<file path="src/hdl/iaisu_pkg.sv">
// ----------------------------------------------------------------------------
// iaisu_pkg
// Types and constants shared by the indexed array insert/search unit.
// ----------------------------------------------------------------------------
package iaisu_pkg;

  localparam int unsigned DefaultDepth = 256;
  localparam int unsigned DefaultWidth = 32;

  typedef enum logic [1:0] {
    REQ_SET    = 2'd0,
    REQ_INSERT = 2'd1,
    REQ_SEARCH = 2'd2,
    REQ_CLEAR  = 2'd3
  } req_e;

  typedef enum logic [2:0] {
    S_IDLE,
    S_FILL,
    S_SHIFT,
    S_WRITE,
    S_SEARCH,
    S_DONE
  } state_e;

  typedef struct packed {
    req_e               req_type;
    logic [7:0]         index;
    logic signed [31:0] value;
  } in_t;

  typedef struct packed {
    logic       status;
    logic       found;
    logic [8:0] position;
    logic [8:0] used_length;
  } out_t;

endpackage

</file>
<file path="src/hdl/iaisu_ctrl.sv">
// ----------------------------------------------------------------------------
// iaisu_ctrl
// Request sequencer: zero-fill, tail shift, binary search and the used length.
// ----------------------------------------------------------------------------
module iaisu_ctrl #(
  parameter int unsigned DEPTH = iaisu_pkg::DefaultDepth,
  parameter int unsigned WIDTH = iaisu_pkg::DefaultWidth,
  localparam int unsigned AW   = $clog2(DEPTH),
  localparam int unsigned CW   = $clog2(DEPTH + 1)
) (
  input  logic             clk_i,
  input  logic             rst_ni,
  input  logic             in_valid_i,
  output logic             in_ready_o,
  input  iaisu_pkg::in_t   in_data_i,
  output logic             res_valid_o,
  input  logic             res_take_i,
  output iaisu_pkg::out_t  res_o,
  output logic             mem_we_o,
  output logic [AW-1:0]    mem_waddr_o,
  output logic [WIDTH-1:0] mem_wdata_o,
  output logic             mem_re_o,
  output logic [AW-1:0]    mem_raddr_o,
  input  logic [WIDTH-1:0] mem_rdata_i
);

  localparam int unsigned CMPW = (CW > 9) ? CW : 9;

  iaisu_pkg::state_e state_q, state_d;
  logic [CW-1:0]     used_q, used_d;
  logic [AW-1:0]     at_q, at_d;
  logic [AW-1:0]     k_q, k_d;
  logic [WIDTH-1:0]  key_q, key_d;
  logic [CW-1:0]     lo_q, lo_d;
  logic [CW-1:0]     hi_q, hi_d;
  logic [CW-1:0]     mid_q, mid_d;
  logic [CW-1:0]     newlen_q, newlen_d;
  iaisu_pkg::out_t   res_q, res_d;

  logic [CMPW-1:0]   at_w;
  logic [CMPW-1:0]   used_w;
  logic [WIDTH-1:0]  word_w;
  logic              is_set;
  logic              key_lt;
  logic [CW-1:0]     lo_n;
  logic [CW-1:0]     hi_n;
  logic [CW-1:0]     mid_n;

  assign at_w   = CMPW'(in_data_i.index);
  assign used_w = CMPW'(used_q);
  assign word_w = WIDTH'(in_data_i.value);
  assign is_set = (in_data_i.req_type == iaisu_pkg::REQ_SET) || (at_w >= used_w);

  // next search bounds from the compare of the word just read
  assign key_lt = $signed(key_q) < $signed(mem_rdata_i);
  assign lo_n   = key_lt ? lo_q : mid_q + CW'(1);
  assign hi_n   = key_lt ? mid_q : hi_q;
  assign mid_n  = lo_n + ((hi_n - lo_n) >> 1);

  always_ff @(posedge clk_i or negedge rst_ni) begin
    if (!rst_ni) begin
      state_q <= iaisu_pkg::S_IDLE;
      used_q  <= '0;
    end else begin
      state_q <= state_d;
      used_q  <= used_d;
    end
  end

  always_ff @(posedge clk_i) begin
    at_q     <= at_d;
    k_q      <= k_d;
    key_q    <= key_d;
    lo_q     <= lo_d;
    hi_q     <= hi_d;
    mid_q    <= mid_d;
    newlen_q <= newlen_d;
    res_q    <= res_d;
  end

  always_comb begin
    state_d     = state_q;
    used_d      = used_q;
    at_d        = at_q;
    k_d         = k_q;
    key_d       = key_q;
    lo_d        = lo_q;
    hi_d        = hi_q;
    mid_d       = mid_q;
    newlen_d    = newlen_q;
    res_d       = res_q;
    in_ready_o  = 1'b0;
    res_valid_o = 1'b0;
    mem_we_o    = 1'b0;
    mem_waddr_o = at_q;
    mem_wdata_o = key_q;
    mem_re_o    = 1'b0;
    mem_raddr_o = AW'(mid_q);

    unique case (state_q)
      iaisu_pkg::S_IDLE: begin
        in_ready_o = 1'b1;
        if (in_valid_i) begin
          res_d.status      = 1'b0;
          res_d.found       = 1'b0;
          res_d.position    = '0;
          res_d.used_length = 9'(used_q);
          at_d              = AW'(at_w);
          key_d             = word_w;
          k_d               = AW'(used_q);
          unique case (in_data_i.req_type)
            iaisu_pkg::REQ_SET, iaisu_pkg::REQ_INSERT: begin
              if (is_set) begin
                if (at_w >= CMPW'(DEPTH)) begin
                  res_d.status = 1'b1;
                  state_d      = iaisu_pkg::S_DONE;
                end else begin
                  if (used_w <= at_w) begin
                    newlen_d = CW'(at_w + CMPW'(1));
                  end else begin
                    newlen_d = used_q;
                  end
                  state_d = (used_w < at_w) ? iaisu_pkg::S_FILL : iaisu_pkg::S_WRITE;
                end
              end else if (used_w >= CMPW'(DEPTH)) begin
                res_d.status = 1'b1;
                state_d      = iaisu_pkg::S_DONE;
              end else begin
                // read the last used word, the first to move up
                newlen_d    = used_q + CW'(1);
                mem_re_o    = 1'b1;
                mem_raddr_o = AW'(used_q - CW'(1));
                state_d     = iaisu_pkg::S_SHIFT;
              end
            end
            iaisu_pkg::REQ_SEARCH: begin
              if (used_q == '0) begin
                state_d = iaisu_pkg::S_DONE;
              end else begin
                lo_d        = '0;
                hi_d        = used_q;
                mid_d       = used_q >> 1;
                mem_re_o    = 1'b1;
                mem_raddr_o = AW'(used_q >> 1);
                state_d     = iaisu_pkg::S_SEARCH;
              end
            end
            iaisu_pkg::REQ_CLEAR: begin
              used_d            = '0;
              res_d.used_length = '0;
              state_d           = iaisu_pkg::S_DONE;
            end
            default: begin
              state_d = iaisu_pkg::S_DONE;
            end
          endcase
        end
      end

      iaisu_pkg::S_FILL: begin
        mem_we_o    = 1'b1;
        mem_waddr_o = k_q;
        mem_wdata_o = '0;
        k_d         = k_q + AW'(1);
        if (k_q + AW'(1) == at_q) begin
          state_d = iaisu_pkg::S_WRITE;
        end
      end

      iaisu_pkg::S_SHIFT: begin
        // word read last cycle lands one place up; fetch the next one down
        mem_we_o    = 1'b1;
        mem_waddr_o = k_q;
        mem_wdata_o = mem_rdata_i;
        if (k_q - AW'(1) == at_q) begin
          state_d = iaisu_pkg::S_WRITE;
        end else begin
          mem_re_o    = 1'b1;
          mem_raddr_o = k_q - AW'(2);
          k_d         = k_q - AW'(1);
        end
      end

      iaisu_pkg::S_WRITE: begin
        mem_we_o          = 1'b1;
        mem_waddr_o       = at_q;
        mem_wdata_o       = key_q;
        used_d            = newlen_q;
        res_d.used_length = 9'(newlen_q);
        state_d           = iaisu_pkg::S_DONE;
      end

      iaisu_pkg::S_SEARCH: begin
        if (mem_rdata_i == key_q) begin
          res_d.found    = 1'b1;
          res_d.position = 9'(mid_q);
          state_d        = iaisu_pkg::S_DONE;
        end else if (lo_n < hi_n) begin
          lo_d        = lo_n;
          hi_d        = hi_n;
          mid_d       = mid_n;
          mem_re_o    = 1'b1;
          mem_raddr_o = AW'(mid_n);
        end else begin
          res_d.position = 9'(lo_n);
          state_d        = iaisu_pkg::S_DONE;
        end
      end

      iaisu_pkg::S_DONE: begin
        res_valid_o = 1'b1;
        if (res_take_i) begin
          state_d = iaisu_pkg::S_IDLE;
        end
      end

      default: begin
        state_d = iaisu_pkg::S_IDLE;
      end
    endcase
  end

  assign res_o = res_q;

endmodule

</file>
<file path="config.mk">
export PLATFORM = sky130hd
export DESIGN_NAME = iaisu_ctrl
export DESIGN_NICKNAME = d
export VERILOG_FILES = /design/src/hdl/iaisu_pkg.sv /design/src/hdl/iaisu_ctrl.sv
export SDC_FILE = /design/constraint.sdc
export NUM_CORES = 1
export LEC_CHECK = 0
export BUFFER_PORTS_ARGS = -buffer_cell sky130_fd_sc_hd__buf_2
export CORE_MARGIN = 2
export CORE_UTILIZATION = 35
export CTS_CLUSTER_SIZE = 30
export DETAILED_ROUTE_END_ITERATION = 7
export HOLD_SLACK_MARGIN = 0.1
export PLACE_DENSITY = 0.52
export SETUP_SLACK_MARGIN = 0.3
export SYNTH_ARGS = -nofsm -noshare
export SYNTH_HDL_FRONTEND = slang
export SYNTH_SLANG_ARGS = --single-unit
</file>
<file path="constraint.sdc">
create_clock -name clk_i -period 21.9 [get_ports clk_i]
set_input_delay 3.285 -clock clk_i [delete_from_list [all_inputs] [get_ports clk_i]]
set_output_delay 3.285 -clock clk_i [all_outputs]
set_load 0.01 [all_outputs]
</file>
* Word level (Yosys, flattened, before mapping)
Index checks and enable logic that the tools add are counted.
Operators by class: add/subtract/negate cells 9, multiply operators 0, div/mod/pow operators 0, order comparisons 7, eq/ne operators 24, shifts and indexed selects 0, multiplexer cells 75, bitwise gates (word level) 0, reduce and logical (&&, ||, !) cells 18
Operators by type and width (count):
- 2-to-1 mux 9 bit | 25
- one-hot mux 9 bit (2 select lines) | 5
- 2-to-1 mux 8 bit | 10
- one-hot mux 32 bit (2 select lines) | 1
- one-hot mux 8 bit (3 select lines) | 2
- equality test 32 bit | 1
- less-than comparator 32 bit | 1
- 2-to-1 mux 3 bit | 9
- inequality test 2 bit, second input constant | 11
- one-hot mux 10 bit (2 select lines) | 1
- 2-to-1 mux 19 bit | 1
- adder 9 x 1 -> 9 bit, second input constant | 2
- one-hot mux 3 bit (6 select lines) | 1
- equality test 8 bit | 2
- one-hot mux 8 bit (2 select lines) | 1
- subtractor 8 x 1 -> 8 bit, second input constant | 2
- 2-to-1 mux 1 bit | 15
- AND reduction 5 bit | 2
- adder 8 x 1 -> 9 bit, second input constant | 1
- adder 9 x 8 -> 9 bit | 1
- >= comparator 8 x 9 -> 1 bit | 1
- >= comparator 8 x 9 -> 1 bit, second input constant | 1
- >= comparator 9 bit, second input constant | 1
- less-or-equal comparator 9 x 8 -> 1 bit | 1
- other kinds (27) | 35
Word-level totals: bits in registers 116, latch bits 0, RAM bits 0, memory bits (read-only) 0, input port bits 78, output and inout bits 72, word-level logic and storage cells 146, memories 0

* Logic depth before layout (Yosys ltp)
word-level depth 7, depth in mapped cells 33, depth with buffers taken out 28

* Least setup slack after synthesis
No wires, ideal clock.
kind input to output, start input port mem_rdata_i[30], end output port mem_raddr_o[7], arrival 9.202 ns, data required time 18.615 ns, setup slack 9.413 ns, stages on the path 32, buffers on the path 4, path through inv_1 ha_1 nand4_1 nor4_2 nand4_1 a31oi_2 o21ba_4 buf_6 buf_4 clkbuf_1 clkbuf_1 mux2i_1 ha_1 inv_1 nand2_1 nand2_1 a2111oi_0 a221oi_2 o22ai_1 nor4_4 or2b_1 nand2_1 a21oi_1 xnor2_1 ha_1 nand2_1 nand2b_1 a21o_1 a21o_1 a41oi_1 xor2_1 o221ai_1
Between the ends: word-level cells in the longest chain between the ends 7, elaborated cells between the ends (all ways) 10, classes of those cells 2 x add/sub; 2 x order compare; 1 x eq/ne; 5 x mux
Ends and longest elaborated chain:
- start, declared | line iaisu_ctrl.sv:24 | input logic [WIDTH-1:0] mem_rdata_i
- less-than comparator 32 bit | line iaisu_ctrl.sv:55 | assign key_lt = $signed(key_q) < $signed(mem_rdata_i);
- 2-to-1 mux 9 bit (on tied branches) | line iaisu_ctrl.sv:57, iaisu_ctrl.sv:56
- subtractor 9 bit | line iaisu_ctrl.sv:58 | assign mid_n = lo_n + ((hi_n - lo_n) >> 1);
- adder 9 x 8 -> 9 bit | line iaisu_ctrl.sv:58
- 2-to-1 mux 8 bit | line iaisu_ctrl.sv:198 | end else if (lo_n < hi_n) begin
- 2-to-1 mux 8 bit * | line iaisu_ctrl.sv:194 | if (mem_rdata_i == key_q) begin
- one-hot mux 8 bit (3 select lines) * | line iaisu_ctrl.sv:100 | unique case (state_q)
- end, declared | line iaisu_ctrl.sv:23 | output logic [AW-1:0] mem_raddr_o,
Every way passes the cells marked *; elsewhere a longest branch is shown, timed or not.

* Worst setup path in the final report
start input port mem_rdata_i[31], end output port mem_raddr_o[7]
Between the ends: word-level cells in the longest chain between the ends 7, elaborated cells between the ends (all ways) 10, classes of those cells 2 x add/sub; 2 x order compare; 1 x eq/ne; 5 x mux
Ends and longest elaborated chain:
- less-than comparator 32 bit * | line iaisu_ctrl.sv:55
- 2-to-1 mux 9 bit * | line iaisu_ctrl.sv:56 | assign lo_n = key_lt ? lo_q : mid_q + CW'(1);
- via lo_n[0] | line iaisu_ctrl.sv:45 | logic [CW-1:0] lo_n;
- subtractor 9 bit | line iaisu_ctrl.sv:58
- adder 9 x 8 -> 9 bit | line iaisu_ctrl.sv:58
- 2-to-1 mux 8 bit * | line iaisu_ctrl.sv:198
- 2-to-1 mux 8 bit * | line iaisu_ctrl.sv:194
- one-hot mux 8 bit (3 select lines) * | line iaisu_ctrl.sv:100
The timed path passes the listed nets; every way through them passes the cells marked *.

==> flow_summary.json <==
{
  "max_stage_delay_ns": 0.68,
  "cts_tree": "done",
  "yosysTopAreaCell": "edfxtp_1",
  "power_mw": 1.54,
  "wl_per_cell_um": 18.1,
  "p_leak_nw": 4.53,
  "final_nets": 1274,
  "multi_input_area_um2": 5070,
  "worst_ep_arrival_time_ns": 9.93,
  "viasPerCell": 5.36,
  "slew_viol_final": 0,
  "critical_path.most_common_cell": "nand2_1",
  "synthAdderAreaFrac_pct": 8.91,
  "drive_above_1_share_pct": 19.3,
  "dr.pass1.iters": 5,
  "antenna_cells": 0,
  "syn-cell-area_um2": 8950,
  "synth.avg_cell_area_um2": 8.86,
  "worst-r2r-cell-count": 27,
  "post-route-drc-count": 0,
  "start_util_pct": 35.6,
  "clockBufferDepth": 2,
  "die-area_um2": 26900,
  "ant_nets": 0,
  "drt_iter0_markers": 512,
  "powerDensity_nw_per_um2": 145,
  "synth_seq_area_share_pct": 38.2,
  "die_h_um": 164,
  "seq_area_um2": 3420,
  "end_kind": "output pin",
  "nFillCells": 2533,
  "post-route-min-period_ns": 13.21,
  "clock_latency_ns": 0.42,
  "hold_violations": 0,
  "setup_ws_ns": 8.69,
  "fin_crit_sh_pct": 60.3,
  "synth_top_cell_area_share_pct": 34.9,
  "fmax_mhz": 75.7,
  "io_pins": 150,
  "syn_nets": 1152,
  "grt_first_pass_wirelength_um": 42100,
  "min_path_cells": 2,
  "dp_worst_setup_slack_ns": 8.74,
  "synth_compound_area_share_pct": 17.7,
  "highest_layer": "met4",
  "drv_cap": 0,
  "min_path_type": "register to register",
  "numCtsBuffers": 17,
  "cts.clk_slew.worst_paths_ns": 0.06,
  "vias": 7904,
  "synth_top_cells_by_area": "edfxtp_1, ha_1, nand2_1",
  "syn-instance-count": 1011,
  "slew_headroom_pct": 27.2,
  "cp_max_fo": 39,
  "io_buffers": 149,
  "hpwl_um": 19700,
  "area_delta_synth_final_pct": 18.6,
  "row_count": 58,
  "ys_seq_elements": 116,
  "cts.repair.resized": 0,
  "cts_setup_buffers": 0,
  "gp_congestion": 0.859,
  "core_area_um2": 25200,
  "wl_met2_um": 13300,
  "synthFlopType": "edfxtp_1",
  "finalClockSkew_ns": 0.0119,
  "htree_levels": 4,
  "worst_ir_drop_vdd_uv": 62.1,
  "wl_met1_um": 11900,
  "rrSetupSlack_ns": 14.97,
  "antenna_found_initial": 0,
  "setup_tns_ns": 0,
  "met3_length_um": 992,
  "synthMuxAreaShare_pct": 3.52,
  "synth_top_family_by_area": "simple AND/OR/NAND/NOR gates",
  "synth_warnings": 0,
  "crit_required_ns": 18.62,
  "tightest_slew_ns": 1.09,
  "finalSetupViolCount": 0,
  "grt_overflow": 0,
  "cp-start-kind": "input pin",
  "ctsHoldBuffers": 0,
  "first_global_vias": 7618,
  "grt_start_max_net_pins": 43,
  "cpMaxStageDelayCell": "a2111oi_0",
  "rsz0062_at_grt": "no",
  "fp.dieW_um": 164,
  "synth-simple-area-share_pct": 18.8,
  "root_buffer": "clkbuf_16",
  "wl_um": 26700,
  "status": "finished clean",
  "synth_xor_area_share_pct": 7.50,
  "ys_types": 82,
  "crit_type": "input pin to output pin",
  "async_reset_ff_share_pct": 10.3,
  "synth_edf_count": 104,
  "track_usage_pct": 20.3,
  "cts_sinks": 116
}
logic make-up after synthesis:
kind of cell | count (synthesis)
XOR/XNOR | 75
flip-flops | 116
AND/OR/NAND/NOR | 357
multiplexers | 29
adder cells (fa/ha/maj) | 64
AO/OA/AOI/OAI | 246
buffers and inverters | 124
critical path: cells and delay by family:
family / cells / cell delay [ns]
multiplexers: 1 / 0.42
AND/OR/NAND/NOR: 10 / 1.50
XOR/XNOR: 2 / 0.38
AO/OA/AOI/OAI: 10 / 2.94
adder cells (fa/ha/maj): 3 / 1.00
buffers and inverters: 4 / 0.37
synthesized netlist by cell type, drive strengths merged, types with 8 or more instances:
library cell,count
nand2,140
edfxtp,104
nor2,81
o21ai,74
inv,68
ha,63
a21oi,59
xnor2,54
clkbuf,45
nand3,36
xor2,21
mux2i,19
a31oi,18
nand2b,16
nor3,14
nand4,13
o22ai,13
dfrtp,12
nor2b,11
a21o,10
mux2,10
and2,9
buf,9
nor4,9
o21a,8
routing by layer:
layer | up-vias | track usage [%]
met4 | 0 | 5.54
met5 | - | 0
met2 | 174 | 35.1
met3 | 31 | 2.73
li1 | 3871 | -
met1 | 3828 | 26.5
power by group:
group          switching [mW]  internal, mW  leakage, nW  total (mW)
clock network           0.107         0.205        0.321       0.312
logic                   0.491         0.331         3.12       0.823
registers              0.0818         0.320         1.09       0.402
total                   0.680         0.857         4.53        1.54
registers in the layout, summed over array words and instances, names as in the netlist, 9 cells and up:
name / count
key_q: 32
res_o: 20
hi_q: 9
lo_q: 9
mid_q: 9
newlen_q: 9
used_q: 9
per-stage QoR:
step                      area (µm²)  hold WS [ns]  instances  util, %
final                          10600         0.536       1476     42.2
after global routing           10600         0.568       1476     42.2
after CTS                      10600         0.540       1476     42.2
after detailed placement        9970         0.526       1444     39.6
after global placement          9970         0.526       1444     39.6
after floorplan                 8950         0.502       1011        -
worst paths after layout:
check,from,endpoint
worst max register to register,key_q[31],mid_q[7]
worst min-delay path,newlen_q[6],used_q[6]
min in group asynchronous,rst_ni,used_q[5]
worst min register to register,newlen_q[6],used_q[6]
worst max-delay path,mem_rdata_i[31],mem_raddr_o[7]
max in group asynchronous,rst_ni,used_q[2]
cell type report:
cell class | instances | share of cell area (%)
Multi-Input combinational cell | 771 | 47.7
Sequential cell | 116 | 32.2
Timing Repair Buffer | 157 | 7.59
Clock buffer | 19 | 4.17
Tap cell | 330 | 3.89
Inverter | 70 | 2.47
Clock inverter | 13 | 1.93
cells in the final DEF, fill, tap and decap left out, types with 17 or more instances in the layout:
| master | Yosys | routed |
|---|---|---|
| xnor2_1 | 52 | 52 |
| inv_1 | 68 | 67 |
| xor2_1 | 21 | 21 |
| buf_2 | 1 | 149 |
| clkbuf_16 | 0 | 17 |
| ha_1 | 63 | 63 |
| mux2i_1 | 18 | 18 |
| a31oi_1 | 17 | 17 |
| nand3_1 | 36 | 36 |
| a21oi_1 | 58 | 58 |
| nor2_1 | 81 | 81 |
| o21ai_0 | 66 | 65 |
| edfxtp_1 | 104 | 104 |
| nand2_1 | 139 | 139 |
No activity file was read; power rests on OpenSTA's default activity.
